`src/rtl/tmsd_pkg.sv`:
```
// Shared constants, types and helpers of the text movie stream decoder
`default_nettype none

package tmsd_pkg;

  localparam int MAX_WIDTH  = 128;
  localparam int MAX_HEIGHT = 48;

  localparam logic [1:0] EV_CELL  = 2'd0;
  localparam logic [1:0] EV_FRAME = 2'd1;
  localparam logic [1:0] EV_END   = 2'd2;
  localparam logic [1:0] EV_DELAY = 2'd3;

  localparam logic [7:0] SKIP_FIRST  = 8'h80;
  localparam logic [7:0] SKIP_BASE   = 8'h7F;
  localparam logic [7:0] DELAY_FIRST = 8'hD0;
  localparam logic [7:0] DELAY_BASE  = 8'hCF;
  localparam logic [7:0] CMD_FIRST   = 8'hF0;
  localparam logic [7:0] CMD_SIZE    = 8'hF0;
  localparam logic [7:0] CMD_MOVE    = 8'hF1;
  localparam logic [7:0] CMD_NEWLINE = 8'hFD;
  localparam logic [7:0] CMD_FRAME   = 8'hFE;
  localparam logic [7:0] CMD_END     = 8'hFF;

  localparam logic [7:0] ATTR_BYTE  = 8'h07;
  localparam logic [8:0] CURSOR_MAX = 9'd511;

  localparam logic       CFG_WIDTH  = 1'b0;
  localparam logic       CFG_HEIGHT = 1'b1;
  localparam logic [7:0] WIDTH_RST  = 8'd80;
  localparam logic [5:0] HEIGHT_RST = 6'd30;

  typedef struct packed {
    logic [7:0] width;
    logic [5:0] height;
  } tmsd_cfg_t;

  typedef struct packed {
    logic [1:0]  kind;
    logic [12:0] index;
    logic [15:0] value;
    logic [5:0]  delay;
  } tmsd_result_t;

  function automatic logic [8:0] sat_cursor(input logic [9:0] sum);
    sat_cursor = (sum > {1'b0, CURSOR_MAX}) ? CURSOR_MAX : sum[8:0];
  endfunction

endpackage

`default_nettype wire

```
`src/rtl/tmsd_exec.sv`:
```
// Decode state and combinational byte interpretation
`default_nettype none

module tmsd_exec import tmsd_pkg::*; (
  input  wire logic         clk,
  input  wire logic         rst_n,
  input  wire logic         fire,
  input  wire logic [7:0]   stream_byte,
  input  wire logic         movie_start,
  input  wire tmsd_cfg_t    cfg,
  output logic              res_valid,
  output tmsd_result_t      res
);

  localparam logic [2:0] PH_CMD    = 3'd0;
  localparam logic [2:0] PH_SIZE_H = 3'd1;
  localparam logic [2:0] PH_SIZE_W = 3'd2;
  localparam logic [2:0] PH_MOVE_R = 3'd3;
  localparam logic [2:0] PH_MOVE_C = 3'd4;

  logic [2:0] phase_r, phase_nxt;
  logic [7:0] farg_r, farg_nxt;
  logic [8:0] row_r, row_nxt;
  logic [8:0] col_r, col_nxt;
  logic [5:0] mtop_r, mtop_nxt;
  logic [6:0] mleft_r, mleft_nxt;
  logic [7:0] pic_h_r, pic_h_nxt;
  logic [7:0] pic_w_r, pic_w_nxt;

  logic [2:0]  phase;
  logic [8:0]  row, col;
  logic [5:0]  mtop;
  logic [6:0]  mleft;
  logic [7:0]  eff_w;
  logic [5:0]  eff_h;
  logic [7:0]  gap_w, gap_h;
  logic        on_screen;
  logic [16:0] row_off;
  logic [17:0] cell_sum;
  logic [7:0]  skip_len, delay_len;

  always_comb begin
    phase = movie_start ? PH_CMD : phase_r;
    row   = movie_start ? '0 : row_r;
    col   = movie_start ? '0 : col_r;
    mtop  = movie_start ? '0 : mtop_r;
    mleft = movie_start ? '0 : mleft_r;

    eff_w = ({1'b0, cfg.width} > 9'(MAX_WIDTH)) ? 8'(MAX_WIDTH) : cfg.width;
    eff_h = ({3'b0, cfg.height} > 9'(MAX_HEIGHT)) ? 6'(MAX_HEIGHT) : cfg.height;

    gap_w = eff_w - stream_byte;
    gap_h = {2'b0, eff_h} - farg_r;

    on_screen = (col < {1'b0, eff_w}) && (row < {3'b0, eff_h});
    row_off   = row * eff_w;
    cell_sum  = {1'b0, row_off} + {9'b0, col};
    skip_len  = stream_byte - SKIP_BASE;
    delay_len = stream_byte - DELAY_BASE;
  end

  always_comb begin
    phase_nxt = phase;
    farg_nxt  = farg_r;
    row_nxt   = row;
    col_nxt   = col;
    mtop_nxt  = mtop;
    mleft_nxt = mleft;
    pic_h_nxt = movie_start ? '0 : pic_h_r;
    pic_w_nxt = movie_start ? '0 : pic_w_r;
    res_valid = 1'b0;
    res       = '0;

    case (phase)
      PH_SIZE_H, PH_MOVE_R: begin
        farg_nxt  = stream_byte;
        phase_nxt = phase + 3'd1;
      end
      PH_SIZE_W: begin
        pic_h_nxt = farg_r;
        pic_w_nxt = stream_byte;
        mleft_nxt = (eff_w > stream_byte) ? gap_w[7:1] : '0;
        mtop_nxt  = ({2'b0, eff_h} > farg_r) ? gap_h[6:1] : '0;
        phase_nxt = PH_CMD;
      end
      PH_MOVE_C: begin
        row_nxt   = sat_cursor({2'b0, farg_r} + {4'b0, mtop});
        col_nxt   = sat_cursor({2'b0, stream_byte} + {3'b0, mleft});
        phase_nxt = PH_CMD;
      end
      default: begin
        phase_nxt = PH_CMD;
        priority if (stream_byte < SKIP_FIRST) begin
          if (on_screen) begin
            res_valid = 1'b1;
            res.kind  = EV_CELL;
            res.index = cell_sum[12:0];
            res.value = {ATTR_BYTE, stream_byte};
            col_nxt   = sat_cursor({1'b0, col} + 10'd1);
          end
        end else if (stream_byte < DELAY_FIRST) begin
          col_nxt = sat_cursor({1'b0, col} + {2'b0, skip_len});
        end else if (stream_byte < CMD_FIRST) begin
          res_valid = 1'b1;
          res.kind  = EV_DELAY;
          res.delay = delay_len[5:0];
        end else begin
          case (stream_byte)
            CMD_SIZE: phase_nxt = PH_SIZE_H;
            CMD_MOVE: phase_nxt = PH_MOVE_R;
            CMD_NEWLINE: begin
              row_nxt = sat_cursor({1'b0, row} + 10'd1);
              col_nxt = {2'b0, mleft};
            end
            CMD_FRAME: begin
              row_nxt   = {3'b0, mtop};
              col_nxt   = {2'b0, mleft};
              res_valid = 1'b1;
              res.kind  = EV_FRAME;
            end
            CMD_END: begin
              res_valid = 1'b1;
              res.kind  = EV_END;
            end
            default: begin
            end
          endcase
        end
      end
    endcase
  end

  always_ff @(posedge clk) begin
    if (!rst_n) begin
      phase_r <= PH_CMD;
      farg_r  <= '0;
      row_r   <= '0;
      col_r   <= '0;
      mtop_r  <= '0;
      mleft_r <= '0;
      pic_h_r <= '0;
      pic_w_r <= '0;
    end else if (fire) begin
      phase_r <= phase_nxt;
      farg_r  <= farg_nxt;
      row_r   <= row_nxt;
      col_r   <= col_nxt;
      mtop_r  <= mtop_nxt;
      mleft_r <= mleft_nxt;
      pic_h_r <= pic_h_nxt;
      pic_w_r <= pic_w_nxt;
    end
  end

endmodule

`default_nettype wire

```
`src/rtl/text_movie_stream_decoder_top.sv`:
```
// Top level of the text movie stream decoder: channels, registers and pipeline
//
//  channel | direction | ports
//  --------+-----------+-----------------------------------------------------
//  in      | sink      | in_valid in_ready in_stream_byte in_movie_start
//  out     | source    | out_valid out_ready out_event_kind out_cell_index
//          |           | out_cell_value out_delay_ticks
//  cfg     | sink      | cfg_valid cfg_ready cfg_index cfg_data
//
// One byte per cycle sustained while the output is not stalled. A byte that yields
// a result goes through the input register, then is decoded into the output
// register driving out_valid; the rate rests on the cursor and phase update loop.
// rst_n is synchronous; it clears phase, cursor, margins, picture size and
// restores the screen size to 80 by 30. A stalled output holds the pipeline.
`default_nettype none

module text_movie_stream_decoder_top import tmsd_pkg::*; (
  input  wire logic        clk,
  input  wire logic        rst_n,
  input  wire logic        in_valid,
  output logic             in_ready,
  input  wire logic [7:0]  in_stream_byte,
  input  wire logic        in_movie_start,
  output logic             out_valid,
  input  wire logic        out_ready,
  output logic [1:0]       out_event_kind,
  output logic [12:0]      out_cell_index,
  output logic [15:0]      out_cell_value,
  output logic [5:0]       out_delay_ticks,
  input  wire logic        cfg_valid,
  output logic             cfg_ready,
  input  wire logic        cfg_index,
  input  wire logic [7:0]  cfg_data
);

  logic         s1_valid_r;
  logic [7:0]   s1_byte_r;
  logic         s1_start_r;
  logic         out_valid_r;
  tmsd_result_t out_r;
  tmsd_cfg_t    cfg_r;
  logic         advance;
  logic         fire;
  logic         res_valid;
  tmsd_result_t res;

  assign advance   = !out_valid_r || out_ready;
  assign fire      = s1_valid_r && advance;
  assign in_ready  = !s1_valid_r || advance;
  assign cfg_ready = 1'b1;

  always_ff @(posedge clk) begin
    if (!rst_n) begin
      cfg_r.width  <= WIDTH_RST;
      cfg_r.height <= HEIGHT_RST;
    end else if (cfg_valid) begin
      unique case (cfg_index)
        CFG_WIDTH:  cfg_r.width  <= cfg_data;
        CFG_HEIGHT: cfg_r.height <= cfg_data[5:0];
      endcase
    end
  end

  always_ff @(posedge clk) begin
    if (!rst_n) begin
      s1_valid_r <= 1'b0;
    end else if (in_ready) begin
      s1_valid_r <= in_valid;
    end
  end

  always_ff @(posedge clk) begin
    if (in_ready && in_valid) begin
      s1_byte_r  <= in_stream_byte;
      s1_start_r <= in_movie_start;
    end
  end

  tmsd_exec u_exec (
    .clk         (clk),
    .rst_n       (rst_n),
    .fire        (fire),
    .stream_byte (s1_byte_r),
    .movie_start (s1_start_r),
    .cfg         (cfg_r),
    .res_valid   (res_valid),
    .res         (res)
  );

  always_ff @(posedge clk) begin
    if (!rst_n) begin
      out_valid_r <= 1'b0;
    end else if (advance) begin
      out_valid_r <= fire && res_valid;
    end
  end

  always_ff @(posedge clk) begin
    if (fire && res_valid) begin
      out_r <= res;
    end
  end

  assign out_valid       = out_valid_r;
  assign out_event_kind  = out_r.kind;
  assign out_cell_index  = out_r.index;
  assign out_cell_value  = out_r.value;
  assign out_delay_ticks = out_r.delay;

endmodule

`default_nettype wire

```
`config.mk`:
```
export PLATFORM = sky130hd
export DESIGN_NAME = text_movie_stream_decoder_top
export DESIGN_NICKNAME = d
export VERILOG_FILES = /design/src/rtl/tmsd_pkg.sv /design/src/rtl/tmsd_exec.sv /design/src/rtl/text_movie_stream_decoder_top.sv
export SDC_FILE = /design/constraint.sdc
export NUM_CORES = 1
export LEC_CHECK = 0
export BUFFER_PORTS_ARGS = -buffer_cell sky130_fd_sc_hd__buf_4
export CORE_MARGIN = 2
export CORE_UTILIZATION = 55
export DETAILED_ROUTE_END_ITERATION = 10
export GPL_TIMING_DRIVEN = 0
export PLACE_DENSITY = 0.74
export SYNTH_ARGS = -nofsm -noshare
export SYNTH_HDL_FRONTEND = slang
export SYNTH_SLANG_ARGS = --single-unit
```
`constraint.sdc`:
```
create_clock -name clk -period 7.6 [get_ports clk]
set_input_delay 1.52 -clock clk [delete_from_list [all_inputs] [get_ports clk]]
set_output_delay 1.52 -clock clk [all_outputs]
set_load 0.01 [all_outputs]
```
# Word-level counts from Yosys, hierarchy flattened

Index checks and enable logic that the tools add are counted.

$add $sub $neg: 11
Multipliers: 1
Magnitude comparators: 14
Eq/ne operators: 9
Mux-type cells: 43
Bitwise logic cells: 4
Reductions and logical operators: 20

Operators by type and width:

| cell                                                 | number |
|---|---|
| 2-to-1 mux 9 bit                                     | 15 |
| case mux 9 bit (2 select lines)                      | 3 |
| > comparator 10 x 9 -> 1 bit (second input constant) | 5 |
| == test 8 bit (second input constant)                | 5 |
| less-than comparator 8 bit (second input constant)   | 3 |
| 2-to-1 mux 6 bit                                     | 4 |
| 2-to-1 mux 7 bit                                     | 3 |
| adder 9 x 1 -> 10 bit (second input constant)        | 2 |
| adder 13 x 9 -> 13 bit                               | 1 |
| multiplier 9 x 8 -> 13 bit                           | 1 |
| 2-to-1 mux 3 bit                                     | 4 |
| 2-to-1 mux 11 bit                                    | 1 |
| adder 9 x 8 -> 10 bit                                | 1 |
| adder 8 x 6 -> 9 bit                                 | 1 |
| adder 8 x 7 -> 9 bit                                 | 1 |
| less-than comparator 9 x 6 -> 1 bit                  | 1 |
| less-than comparator 9 x 8 -> 1 bit                  | 1 |
| > comparator 6 x 8 -> 1 bit                          | 1 |
| > comparator 8 bit                                   | 1 |
| > comparator 8 bit (second input constant)           | 1 |
| 2-to-1 mux 8 bit                                     | 1 |
| case mux 2 bit (2 select lines)                      | 2 |
| OR reduction 2 bit                                   | 4 |
| subtractor 8 x 7 -> 8 bit (second input constant)    | 1 |
| 21 further kinds                                     | 39 |

Register bits after elaboration: 104
Logic and storage cells: 119

# Depth between registers and ports, before layout

Gate-level depths: netlist of run 1.

Depth in word-level cells: 9
Mapped depth: 21
Depth with buffers taken out: 18

# Cells and area by module

A second synthesis of run 1 with hierarchy kept.

Cell total of the unflattened synthesis: 1101
Area total of the unflattened synthesis: 9391.5 um2

Modules (own cells, without submodules):

| module                        | times used | cells each | area each (um2) |
|---|---|---|---|
| tmsd_exec                     | 1          | 980        | 7342.0 |
| text_movie_stream_decoder_top | 1          | 121        | 2049.5 |

# Worst setup path before layout of run 1

Ideal clock, no wire load.

Path type: reg-to-reg
From: reg s1_start_r
To: reg out_r, in the netlist out_cell_index[0] (enable)
Setup time: 0.455 ns
Arrival: 4.862 ns
Data required time: 7.145 ns
Path slack: 2.283 ns
Stages on the path, launching flop included: 13
Path buffers: 5
Path through: edfxtp_1 -> clkbuf_2 -> clkbuf_1 -> clkbuf_1 -> clkbuf_1 -> nand2b_1 -> inv_1 -> ha_1 -> or2_2 -> mux2_2 -> or2_2 -> clkbuf_1 -> nor3_1

Longest elaborated chain between the ends: 7
Elaborated cells on any way between the ends: 15
Those cells by class: order compare: 2; eq/ne: 4; mux: 6; reduce/logical: 3

Ends and longest elaborated chain:

| element                                                                                           | RTL line                             | RTL |
|---|---|---|
| from (decl)                                                                                       | text_movie_stream_decoder_top.sv:38  | `logic s1_start_r;` |
| from (signal assigned)                                                                            | text_movie_stream_decoder_top.sv:75  | `s1_start_r <= in_movie_start;` |
| 2-to-1 mux 9 bit (on tied branches)                                                               | tmsd_exec.sv:45, tmsd_exec.sv:44     |  |
| less-than comparator 9 x 8 -> 1 bit / less-than comparator 9 x 6 -> 1 bit (equally long branches) | tmsd_exec.sv:55                      | `on_screen = (col < {1'b0, eff_w}) && (row < {3'b0, eff_h});` |
| logical AND 1 bit                                                                                 | tmsd_exec.sv:55                      |  |
| 2-to-1 mux 1 bit                                                                                  | tmsd_exec.sv:94                      | `if (on_screen) begin` |
| 2-to-1 mux 1 bit                                                                                  | tmsd_exec.sv:93                      | `priority if (stream_byte < SKIP_FIRST) begin` |
| 2-to-1 mux 1 bit *                                                                                | tmsd_exec.sv:74                      | `case (phase)` |
| logical AND 1 bit *                                                                               | text_movie_stream_decoder_top.sv:99  | `if (fire && res_valid) begin` |
| to (signal assigned)                                                                              | text_movie_stream_decoder_top.sv:100 | `out_r <= res;` |
| to (decl)                                                                                         | text_movie_stream_decoder_top.sv:40  | `tmsd_result_t out_r;` |

Every way passes the cells marked *; elsewhere a longest branch is shown, timed or not.
A chain may end at the register's enable or synchronous reset.

# Final worst setup path of run 1

From: reg s1_start_r
To: reg out_r, in the netlist out_cell_index[12], data pin

Longest elaborated chain between the ends: 5
Elaborated cells on any way between the ends: 14
Those cells by class: add/sub: 1; mul: 1; order compare: 2; eq/ne: 4; mux: 3; bitwise: 1; reduce/logical: 2

Ends and longest elaborated chain:

| element |
|---|
| branches (longest 5 deep; another with multiplier 9 x 8 -> 13 bit) |

Several ways; the timed one is not identified.

==> implementation parameters, run 1 <==
Parameter                              Value

Clock network
  Cells resized by post-CTS repair ... 0
  Number of buffers created by CTS ... 9
  Number of buffers inserted to repair setup after CTS ... 0
  Clock-pin slew on the worst setup and hold paths ... 0.07 ns
  Cell at the root of the clock tree ... sky130_fd_sc_hd__clkbuf_16
  Clock net sink count ... 97
  CTS Hold Buffers Added ... 0
  Later-pin clock latency in the skew report ... 0.37 ns
  Max H-tree Level ... 3
  Number of buffers on the longest clock path ... 2
  CTS tree ... yes

Worst setup path
  Slowest library cell on the worst path ... sky130_fd_sc_hd__clkbuf_1
  Critical path arrival ... 6.45 ns
  Worst Setup Start Kind ... flip-flop
  Critical path cell sequence ... clkbuf_2 -> clkbuf_1 -> nand2b_1 -> clkbuf_1 -> inv_1 -> nand2_1 -> fa_1 -> fa_1 -> inv_1 -> fa_1 -> inv_1 -> fa_1 -> inv_1 -> ha_1 -> nand3_1 -> o211ai_1 -> o41ai_1 -> o21ai_0 -> xnor2_1 -> nor2_1
  Capturing element type of the critical path ... flip-flop
  Setup Crit Path Kind ... reg2reg
  Cell count of the worst reg-to-reg path ... 20
  Required arrival time at the worst endpoint ... between 7 and 8 ns
  Highest net fanout along the worst path ... 10
  Slowest cell delay on critical path ... 0.56 ns

Global routing
  Wire length of the first global-routing pass ... 43320 um
  Maximum number of pins on one net before global-route repair ... 18
  Via count of the first global-routing pass ... just over 8000
  Global-route congestion overflow total ... 0
  Number of antenna violations at the first check in global routing ... 1
  Total global routing track utilization ... 0.3151

Floorplanning
  Number of top-level design ports ... 63
  Horizontal die dimension ... 133.7 um
  Die ar. ... 0.01789 mm2
  Placement Rows ... 47
  Die H ... approximately 130 um
  Area of the core region ... 0.01652 mm2
  Initial core utilization ... 0.5603

Drt
  Antenna Nets Post-Route ... 0
  Drt drc ... 0
  Count of vias placed by the detailed router ... 8575
  First-pass iteration count of the detailed router ... 5
  First-iteration detailed-routing DRC count ... 812
  Routed len/inst ... 19.72 um
  Vias per cell ... 6.064
  Total wirelength of the detailed-routed design ... 27880 um

Synth
  Sequential element share of the synthesized area ... 0.2519
  Async SR Flop Fraction ... 0
  Cells after synthesis ... 1116
  Avg Cell Area, Syn ... 8.296 um2
  Netlist Area Pre-Place ... 0.009259 mm2
  Netlist cell types ... 78
  Count of flip-flops with a built-in enable after synthesis ... 39
  Yosys synthesis warning count ... 0
  Primary flip-flop cell chosen by synthesis mapping ... sky130_fd_sc_hd__dfxtp_1
  Seq cells post-synth ... 97

Cells and area
  Share of post-route cells with drive strength above 1 ... 0.09213
  Syn-to-layout area delta ... 11.31%
  Register cell area after layout ... 0.002332 mm2
  Cell area after layout ... roughly 0.010 mm2
  Multi-input gate area ... 0.006191 mm2
  Antenna diode count ... 0
  Post-layout nets ... between 1000 and 1500
  Finished Core Util ... 0.6237
  Number of filler cells placed in the layout ... ~1500

STA
  Max transition margin ... 0.2725
  Final count of pins violating max slew ... 0
  Final-report hold violation count ... 0
  Shortest clock period the worst path allows after layout ... 6.336 ns
  Timing-limited maximum frequency ... 157.8 MHz
  Worst Skew ... roughly 0.015 ns
  Final setup violating endpoints ... 0
  Worst-Margin Slew ... around 1.1 ns
  RSZ-0062 raised after global routing ... no
  Post-Route Setup TNS ... 0 ns
  Crit share post-route ... 0.8336

Placement
  Post-detailed-placement half-perimeter wirelength ... 21770 um
  Final RePlAce weighted congestion ... a little over 1
  Number of buffers inserted by port buffering ... 55
  Instance area after placement ... 0.009993 mm2

Power and ir drop
  Power density relative to cell area ... ~140 mW/mm2
  Leakage dissipation ... 4.512 nW
  Largest voltage drop on the vdd net ... 0.0001262 V

Min path
  Number of cells on the worst hold path ... 2
  Worst hold-check path type ... reg2reg

Run
  Max-cap violations ... 0

Run status
  Result of the run ... finished, final reports clean
[flip-flops by register name, indices dropped and copies added (netlist names)]
register and cells:
cfg_r 14, out_cell_index 13, out_cell_value 9, u_exec.col_r 9
u_exec.row_r 9, s1_byte_r 8, u_exec.farg_r 8, u_exec.mleft_r 7
out_delay_ticks 6, u_exec.mtop_r 6, u_exec.phase_r 3, out_event_kind 2
out_valid 1, s1_start_r 1, s1_valid_r 1
[worst max-delay path, delay by kind of cell (launching register included)]
kind	cells	cell delay (ns)
buffers and inverters	7	1.72
adder cells (fa/ha/maj)	5	2.42
AO/OA/AOI/OAI	3	0.77
XOR/XNOR	1	0.16
flip-flops	1	0.51
AND/OR/NAND/NOR	4	0.49
[cell usage after synthesis, types with 6 or more instances]
cell	n	share of area
sky130_fd_sc_hd__inv_1	124	0.050
sky130_fd_sc_hd__nor2_1	113	0.046
sky130_fd_sc_hd__nand2_1	106	0.043
sky130_fd_sc_hd__ha_1	84	0.11
sky130_fd_sc_hd__o21ai_0	63	0.034
sky130_fd_sc_hd__a21oi_1	58	0.031
sky130_fd_sc_hd__dfxtp_1	58	0.13
sky130_fd_sc_hd__fa_1	51	0.11
sky130_fd_sc_hd__clkbuf_1	40	0.016
sky130_fd_sc_hd__edfxtp_1	39	0.13
sky130_fd_sc_hd__nor2b_1	34	0.023
sky130_fd_sc_hd__nand2b_1	31	0.021
sky130_fd_sc_hd__xnor2_1	26	0.025
sky130_fd_sc_hd__nand3_1	23	0.012
sky130_fd_sc_hd__nor3_1	18	0.0097
sky130_fd_sc_hd__a31oi_1	16	0.011
sky130_fd_sc_hd__mux2i_1	16	0.017
sky130_fd_sc_hd__and2_1	12	0.0081
sky130_fd_sc_hd__a221oi_1	11	0.010
sky130_fd_sc_hd__a21o_1	10	0.0081
sky130_fd_sc_hd__nand4_1	10	0.0068
sky130_fd_sc_hd__o211ai_1	10	0.0081
sky130_fd_sc_hd__buf_4	9	0.0073
sky130_fd_sc_hd__or4_1	9	0.0073
sky130_fd_sc_hd__xor2_1	9	0.0085
sky130_fd_sc_hd__a211oi_1	8	0.0065
sky130_fd_sc_hd__and3_1	8	0.0054
sky130_fd_sc_hd__or3_1	8	0.0054
sky130_fd_sc_hd__a22oi_1	7	0.0057
sky130_fd_sc_hd__o221ai_1	7	0.0066
sky130_fd_sc_hd__o21a_1	6	0.0049
[cell usage in the layout, fill, tap and decap left out, types with 12 or more instances in the layout]
| cell type | n |
|---|---|
| sky130_fd_sc_hd__dfxtp_1 | 58 |
| sky130_fd_sc_hd__o21ai_0 | 63 |
| sky130_fd_sc_hd__nor2b_1 | 34 |
| sky130_fd_sc_hd__buf_4 | 64 |
| sky130_fd_sc_hd__a31oi_1 | 16 |
| sky130_fd_sc_hd__xnor2_1 | 26 |
| sky130_fd_sc_hd__clkbuf_1 | 41 |
| sky130_fd_sc_hd__and2_1 | 12 |
| sky130_fd_sc_hd__fa_1 | 51 |
| sky130_fd_sc_hd__nor2_1 | 113 |
| sky130_fd_sc_hd__nor3_1 | 17 |
| sky130_fd_sc_hd__nand2b_1 | 31 |
| sky130_fd_sc_hd__mux2i_1 | 16 |
| sky130_fd_sc_hd__nand3_1 | 23 |
| sky130_fd_sc_hd__edfxtp_1 | 39 |
| sky130_fd_sc_hd__inv_1 | 124 |
| sky130_fd_sc_hd__a21oi_1 | 58 |
| sky130_fd_sc_hd__nand2_1 | 106 |
| sky130_fd_sc_hd__ha_1 | 84 |
[stage by stage]
| stage | setup slack, ns | hold slack, ns | std cells | power [mW] |
|---|---|---|---|---|
| 3_5_place_dp | 1.370 | 0.4435 | 1398 | 0.9208 |
| 4_1_cts | 1.328 | 0.4531 | 1414 | 1.411 |
| 5_1_grt | 1.138 | 0.4779 | 1414 | 1.472 |
| 3_3_place_gp | 0.1281 | 0.4380 | 1396 | 0.9145 |
| 6_report | 1.264 | 0.4519 | 1414 | 1.420 |
| 2_1_floorplan | 2.283 | 0.4309 | 1121 | 0.8158 |
[per-layer routing]
metal  wire, um  GRT usage  up-vias
li1           -          -     4000
met1      11630     0.4172     4045
met2      12500     0.4915      441
met5          0          0        -
met3       2614    0.07610       89
met4       1143     0.1383        0
[path summary, 6_finish.rpt]
kind,to,slack (ns),from
setup / recovery,out_cell_index[12],1.26,s1_start_r
hold / removal,cfg_r[8],0.45,cfg_r[8]
setup reg to reg,out_cell_index[12],1.26,s1_start_r
hold reg to reg,cfg_r[8],0.45,cfg_r[8]
[final cells by class]
cell class,count,area share
multi-input combinational,839,0.6007
sequential,97,0.2263
inverter,128,0.04686
timing repair buffer,57,0.04225
buffer,57,0.02683
tap,220,0.02671
clock buffer,11,0.02355
clock inverter,5,0.006799
[cell families (layout without fill, tap and decap cells)]
kind of cell / after synthesis / after routing / share of synthesized area
multiplexers: 18 / 18 / 0.01973
adder cells (fa/ha/maj): 135 / 135 / 0.2238
buffers and inverters: 185 / 258 / 0.08203
AND/OR/NAND/NOR: 391 / 391 / 0.2065
XOR/XNOR: 36 / 36 / 0.03554
AO/OA/AOI/OAI: 252 / 252 / 0.1797
other: 2 / 7 / 0.0008111
flip-flops: 97 / 97 / 0.2519
[power breakdown]
| group | internal (mW) | switching [mW] |
|---|---|---|
| logic | 0.124 | 0.208 |
| clock network | 0.272 | 0.228 |
| registers | 0.568 | 0.0202 |
| total | 0.964 | 0.456 |
No activity file was read; power rests on OpenSTA's default activity.
==> run 2, diff against run 1 <==
- PLACE_DENSITY: 0.74 -> 0.76
- clock period: 7.6 -> 5.32 ns (I/O delays scaled with it)
==> run 2 against run 1 <==
Flip-flop and latch count unchanged. Sequential share of layout area down 0.13 points. Via count down 1.3%. Combinational power up 44%. Fmax up 25%. Total power up 38%. Utilization up 0.36 points. Register-to-register slack worse by 1.0 ns. Clock skew up 0.00078 ns. Critical endpoint is now out_cell_index[11]. Largest cell class unchanged.
==> implementation parameters, run 2 (synthesis gave the netlist of run 1 again) <==
Parameter                              Value

Drt
  Routed len/inst ... 19.29 um (-2.2%)
  Vias per cell ... 5.994 (-1.2%)
  Drt drc ... 0 (unchanged)
  Antenna Nets Post-Route ... 0 (unchanged)
  Count of vias placed by the detailed router ... 8464 (-1.3%)
  Total wirelength of the detailed-routed design ... 27230 um (-2.3%)
  First-pass iteration count of the detailed router ... 5 (unchanged)
  First-iteration detailed-routing DRC count ... 946 (+17%)

Cells and area
  Share of post-route cells with drive strength above 1 ... 0.1099 (+0.01777)
  Top library cells by usage in the layout, fill and taps aside ... sky130_fd_sc_hd__inv_1 (120), sky130_fd_sc_hd__nor2_1 (113), sky130_fd_sc_hd__nand2_1 (105)
  Number of flip-flops under the largest register name ... 14 (unchanged)
  Largest register by flop count ... cfg_r
  Syn-to-layout area delta ... 11.96%
  Cell area after layout ... 0.01037 mm2 (+0.58%)
  Antenna diode count ... 0 (unchanged)
  Post-layout nets ... 1345 (-0.15%)
  Number of filler cells placed in the layout ... 1435 (-3.0%)
  Commonest non-fill, non-tap cell in the layout ... sky130_fd_sc_hd__inv_1
  Final Instance Count excl. Fillers ... 1412 (-0.14%)

Floorplanning
  Die H ... 133.7 um (unchanged)
  Area of the core region ... 0.01652 mm2 (unchanged)
  Placement Rows ... 47 (unchanged)
  Number of top-level design ports ... 63 (unchanged)
  Initial core utilization ... 0.5603 (unchanged)
  Horizontal die dimension ... 133.7 um (unchanged)
  Die ar. ... 0.01789 mm2 (unchanged)

Worst setup path
  Setup Crit Path Kind ... reg2reg
  Capturing element type of the critical path ... flip-flop
  Required arrival time at the worst endpoint ... 5.43 ns (-2.29 ns)
  Worst Setup Start Kind ... flip-flop
  Cell count of the worst reg-to-reg path ... 19 (-5.0%)
  Highest net fanout along the worst path ... 10 (unchanged)
  Critical path arrival ... 5.17 ns (-1.28 ns)

Power and ir drop
  Leakage dissipation ... 4.532 nW (+0.45%)
  Power density relative to cell area ... 189.6 mW/mm2 (+38%)
  Largest voltage drop on the vdd net ... 0.0001606 V (+27%)

Clock network
  Clock-pin slew on the worst setup and hold paths ... 0.07 ns (about the same)
  Max H-tree Level ... 3 (unchanged)
  Cell at the root of the clock tree ... sky130_fd_sc_hd__clkbuf_16
  Clock net sink count ... 97 (unchanged)
  Number of buffers created by CTS ... 9 (unchanged)
  Later-pin clock latency in the skew report ... 0.37 ns (about the same)
  Number of buffers on the longest clock path ... 2 (unchanged)
  CTS tree ... yes
  CTS Hold Buffers Added ... 0 (unchanged)

STA
  Timing-limited maximum frequency ... 197.6 MHz (+25%)
  Crit share post-route ... 0.9511 (+0.1174)
  Post-Route Hold Slack ... 0.4492 ns (-0.002723 ns)
  Max transition margin ... 0.2696 (-0.002818)
  Final count of pins violating max slew ... 0 (unchanged)
  Final setup violating endpoints ... 0 (unchanged)
  Worst Skew ... 0.01608 ns (+0.0007802 ns)
  Worst-Margin Slew ... 1.096 ns (+0.01077 ns)
  Final-report hold violation count ... 0 (unchanged)
  Shortest clock period the worst path allows after layout ... 5.060 ns (-1.276 ns)
  RSZ-0062 raised after global routing ... no

Global routing
  Via count of the first global-routing pass ... 7930 (-1.8%)
  Total global routing track utilization ... 0.3067 (-0.008404)
  Number of antenna violations at the first check in global routing ... 1 (unchanged)
  Global-route congestion overflow total ... 0 (unchanged)
  Wire length of the first global-routing pass ... 42250 um (-2.5%)
  Maximum number of pins on one net before global-route repair ... 17 (-1)

Placement
  Instance area after placement ... 0.009993 mm2 (unchanged)
  Final RePlAce weighted congestion ... 1.023 (+1.5%)
  Number of buffers inserted by port buffering ... 55 (unchanged)
  Post-detailed-placement half-perimeter wirelength ... 21360 um (-1.9%)
  DP Cell Count ... 1398 (unchanged)

Run
  Max-cap violations ... 0 (unchanged)

Run status
  Result of the run ... finished, final reports clean

Min path
  Number of cells on the worst hold path ... 2 (unchanged)
  Worst hold-check path type ... reg2reg
-- run 2: path summary, 6_finish.rpt --
path                   start                 end  slack [ns]
setup / recovery  s1_start_r  out_cell_index[11]        0.26
hold / removal      cfg_r[7]            cfg_r[7]        0.45
setup reg to reg  s1_start_r  out_cell_index[11]        0.26
hold reg to reg     cfg_r[7]            cfg_r[7]        0.45
-- run 2: routing by layer --
| metal | vias to the layer above | wire (um) | global-route usage |
|---|---|---|---|
| met1 | 3938 | 11370 | 0.4145 |
| met5 | - | 11 | 0 |
| met3 | 72 | 2796 | 0.06240 |
| met4 | 2 | 956 | 0.1212 |
| li1 | 3999 | - | - |
| met2 | 453 | 12090 | 0.4835 |
-- run 2: repair_timing --
action / CTS / global route
gates resized for setup: 13 / 27
setup endpoints to repair: 6 / 4
cloned: 0 / 0
pin swaps: 1 / 2
hold endpoints to repair: 0 / 0
setup buffers: 1 / 0
-- run 2: power breakdown --
group	internal, mW	switching (mW)
combinational	0.182	0.296
sequential	0.811	0.0283
clock	0.334	0.314
-- run 2: worst max-delay path, stage by stage (launching register included) --
cell and delay [ns]:
sky130_fd_sc_hd__edfxtp_1 0.44, sky130_fd_sc_hd__buf_4 0.22, sky130_fd_sc_hd__buf_4 0.20, sky130_fd_sc_hd__buf_4 0.22
sky130_fd_sc_hd__nand2b_2 0.27, sky130_fd_sc_hd__fa_1 0.50, sky130_fd_sc_hd__inv_1 0.05, sky130_fd_sc_hd__ha_1 0.29
sky130_fd_sc_hd__ha_1 0.28, sky130_fd_sc_hd__inv_1 0.05, sky130_fd_sc_hd__fa_1 0.53, sky130_fd_sc_hd__inv_1 0.04
sky130_fd_sc_hd__ha_1 0.21, sky130_fd_sc_hd__fa_1 0.41, sky130_fd_sc_hd__a21o_1 0.17, sky130_fd_sc_hd__a21oi_1 0.23
sky130_fd_sc_hd__o21ai_1 0.15, sky130_fd_sc_hd__o41ai_2 0.33, sky130_fd_sc_hd__xor2_1 0.18, sky130_fd_sc_hd__nor2_1 0.05
-- run 2: layout make-up --
class                   instances  area [um2]  area share
plain buffers                  54       284.0     0.02740
flip-flops and latches         97        2332      0.2250
multi-input cells             839        6261      0.6040
inverters                     128       489.2     0.04719
well taps                     220       275.3     0.02655
repair buffers                 58       442.9     0.04273
clock inverters                 5       38.79    0.003742
clock buffers                  11       242.7     0.02342
-- run 2: per-stage QoR --
step	setup slack [ns]	TNS, ns	power (mW)	utilization
global placement	-2.155	-67.18	1.304	0.6031
floorplan	0.003227	0	1.165	-
global route	0.05067	0	2.045	0.6273
CTS	0.008422	0	1.944	0.6239
detailed placement	-0.7769	-2.546	1.312	0.6048
finish	0.2604	0	1.965	0.6273
==> run 3, diff against run 2 <==
- CTS_CLUSTER_DIAMETER: default -> 40
- RECOVER_POWER: default -> 100
- SETUP_SLACK_MARGIN: default -> 0.4
==> run 3 against run 2 <==
Non-clock buffer count increased by 17. Via count rose by 2.8%. Fmax is 2.4% higher. Clock skew decreased by 0.0026 ns. First-iteration DRC count up 14%. Worst hold slack gained 0.0042 ns. Combinational power up 3%. Total power up 3.6%. Sequential power is essentially flat. Critical path type unchanged. Critical endpoint is now out_cell_index[10]. Highest routed layer is now met4.
==> implementation parameters, run 3 (synthesis gave the netlist of run 1 again) <==
Parameter                              Value

Floorplanning
  Placement Rows ... 47 (unchanged)
  Number of top-level design ports ... 63 (unchanged)
  Area of the core region ... 0.01652 mm2 (unchanged)
  Initial core utilization ... 0.5603 (unchanged)
  Horizontal die dimension ... 133.7 um (unchanged)
  Die ar. ... 0.01789 mm2 (unchanged)
  Die H ... 133.7 um (unchanged)

Power and ir drop
  Leakage dissipation ... 4.534 nW (about the same)
  Net switching share of the total power ... 0.3212 (-0.003353)
  Largest voltage drop on the vdd net ... 0.0001556 V (-3.2%)
  Clock group share of total power ... 0.346 (+0.016)
  Total power consumption of the routed design ... 2.036 mW (+3.6%)
  Sequential fraction of design power ... 0.413 (-0.014)
  Switching power ... 654.0 uW (+2.5%)
  Combinational Power Share ... 0.242 (about the same)
  Cell Int Power ... 1.382 mW (+4.1%)
  Power density relative to cell area ... 193.4 mW/mm2 (+2.0%)

Clock network
  CTS tree ... yes
  Max H-tree Level ... 3 (unchanged)
  Clock net sink count ... 97 (unchanged)
  Cell at the root of the clock tree ... sky130_fd_sc_hd__clkbuf_16
  Clock-pin slew on the worst setup and hold paths ... 0.07 ns (about the same)
  CTS Hold Buffers Added ... 0 (unchanged)
  Later-pin clock latency in the skew report ... 0.36 ns (about the same)
  Number of buffers on the longest clock path ... 2 (unchanged)
  Number of buffers created by CTS ... 9 (unchanged)

Run
  Max-cap violations ... 0 (unchanged)

Placement
  Post-detailed-placement half-perimeter wirelength ... 21850 um (+2.3%)
  Final RePlAce weighted congestion ... 1.001 (-2.1%)
  Instance area after placement ... 0.01000 mm2 (about the same)
  DP Cell Count ... 1397 (-0.072%)
  Number of buffers inserted by port buffering ... 55 (unchanged)

Global routing
  Most used routing layer ... met2
  Global-route congestion overflow total ... 0 (unchanged)
  M1 GR Usage ... 0.4302 (+0.01565)
  Wire length of the first global-routing pass ... 43590 um (+3.2%)
  Total global routing track utilization ... 0.3158 (+0.009126)
  Met3 usage ... 0.04756 (-0.01484)
  Met2 usage ... 0.5088 (+0.02536)
  Via count of the first global-routing pass ... 7983 (+0.67%)
  Maximum number of pins on one net before global-route repair ... 24 (+7)
  Number of antenna violations at the first check in global routing ... 0 (-1)

Worst setup path
  Capturing element type of the critical path ... flip-flop
  Slowest cell delay on critical path ... 0.56 ns (+0.03 ns)
  Required arrival time at the worst endpoint ... 5.41 ns (-0.02 ns)
  Slowest library cell on the worst path ... sky130_fd_sc_hd__fa_1
  Setup Crit Path Kind ... reg2reg
  Cell count of the worst reg-to-reg path ... 19 (unchanged)
  Worst path bufs/invs ... 7 (+1)
  Highest net fanout along the worst path ... 10 (unchanged)
  Critical path cell sequence ... buf_8 -> clkbuf_8 -> nand2b_4 -> clkinvlp_2 -> nand2_1 -> fa_1 -> inv_1 -> fa_1 -> ha_1 -> inv_1 -> fa_1 -> inv_1 -> ha_1 -> a21oi_1 -> o211ai_1 -> o41ai_2 -> buf_4 -> xor2_1 -> nor2_1
  Critical path's top delay family ... adder cells
  Worst Setup Start Kind ... flip-flop
  Critical path arrival ... 5.03 ns (-0.14 ns)
  Number of cells on the critical path ... 19 (unchanged)

Drt
  Vias per cell ... 6.087 (+1.6%)
  Routed len/inst ... 19.82 um (+2.8%)
  Drt drc ... 0 (unchanged)
  Count of vias placed by the detailed router ... 8699 (+2.8%)
  Total wirelength of the detailed-routed design ... 28320 um (+4.0%)
  First-iteration detailed-routing DRC count ... 1079 (+14%)
  First-pass iteration count of the detailed router ... 6 (+1)
  Antenna Nets Post-Route ... 0 (unchanged)

STA
  Shortest clock period the worst path allows after layout ... 4.942 ns (-0.1179 ns)
  Post-Route Setup TNS ... 0 ns (unchanged)
  Timing-limited maximum frequency ... 202.4 MHz (+2.4%)
  Worst Skew ... 0.01352 ns (-0.002563 ns)
  Max transition margin ... 0.2710 (+0.001311)
  Final count of pins violating max slew ... 0 (unchanged)
  Final-report hold violation count ... 0 (unchanged)
  Post-Route Hold Slack ... 0.4534 ns (+0.004230 ns)
  Crit share post-route ... 0.9289 (-0.02216)
  Final setup violating endpoints ... 0 (unchanged)
  Worst-Margin Slew ... 1.094 ns (-0.001966 ns)
  RSZ-0062 raised after global routing ... yes

Cells and area
  Post-layout nets ... 1362 (+1.3%)
  Share of post-route cells with drive strength above 1 ... 0.1050 (-0.004854)
  Largest register by flop count ... cfg_r
  Number of flip-flops under the largest register name ... 14 (unchanged)
  Commonest non-fill, non-tap cell in the layout ... sky130_fd_sc_hd__inv_1
  Antenna diode count ... 0 (unchanged)
  Syn-to-layout area delta ... 13.72%
  Final Instance Count excl. Fillers ... 1429 (+1.2%)
  Top library cells by usage in the layout, fill and taps aside ... sky130_fd_sc_hd__inv_1 (116), sky130_fd_sc_hd__nor2_1 (113), sky130_fd_sc_hd__nand2_1 (103)
  Cell area after layout ... 0.01053 mm2 (+1.6%)

Min path
  Number of cells on the worst hold path ... 2 (unchanged)
  Worst hold-check path type ... reg2reg

Run status
  Result of the run ... finished, final reports clean
-- run 3: final timing paths --
path / start / to / slack (ns)
setup / recovery: s1_start_r / out_cell_index[10] / 0.38
hold / removal: cfg_r[9] / cfg_r[9] / 0.45
setup reg to reg: s1_start_r / out_cell_index[10] / 0.38
hold reg to reg: cfg_r[9] / cfg_r[9] / 0.45
-- run 3: power groups by stage --
stage | Sequential, mW | Clock [mW] | Combinational [mW]
finish | 0.840 | 0.704 | 0.492
global route | 0.843 | 0.731 | 0.535
CTS | 0.838 | 0.705 | 0.482
detailed placement | 0.855 | 0 | 0.461
global placement | 0.855 | 0 | 0.452
floorplan | 0.852 | 0 | 0.314
-- run 3: through the flow --
stage,setup slack [ns],utilization
2_1_floorplan,0.4669,-
3_3_place_gp,-0.8335,0.6038
3_5_place_dp,-0.6361,0.6051
4_1_cts,0.4034,0.6380
5_1_grt,0.1973,0.6372
6_report,0.3783,0.6372
-- run 3: timing repair --
item                       CTS  global route
buffers inserted             9             7
resized for setup           52            29
pin swaps                    5            12
setup endpoints to repair   51             4
-- run 3: worst register-to-register path: cells and delay by family (launching register included) --
kind	cells	cell delay (ns)
AND/OR/NAND/NOR	3	0.34
buffers and inverters	7	0.91
flip-flops	1	0.47
AO/OA/AOI/OAI	3	0.69
XOR/XNOR	1	0.13
adder cells (fa/ha/maj)	5	2.14
-- run 3: final cells by class --
cell class	instances	area, um2
buffer	57	360.3
clock buffer	10	239.0
clock inverter	6	71.32
fill	1501	5996
inverter	128	503.0
multi-input combinational	839	6319
sequential	97	2332
tap	220	275.3
timing repair buffer	72	429.2
-- run 3: layer usage --
metal  part of all wire  wire (um)  vias up
li1                   -          -     4030
met1               0.42      11820     4144
met2               0.46      13000      462
met3              0.092       2619       63
met4              0.031        883        0
met5                  0          0        -
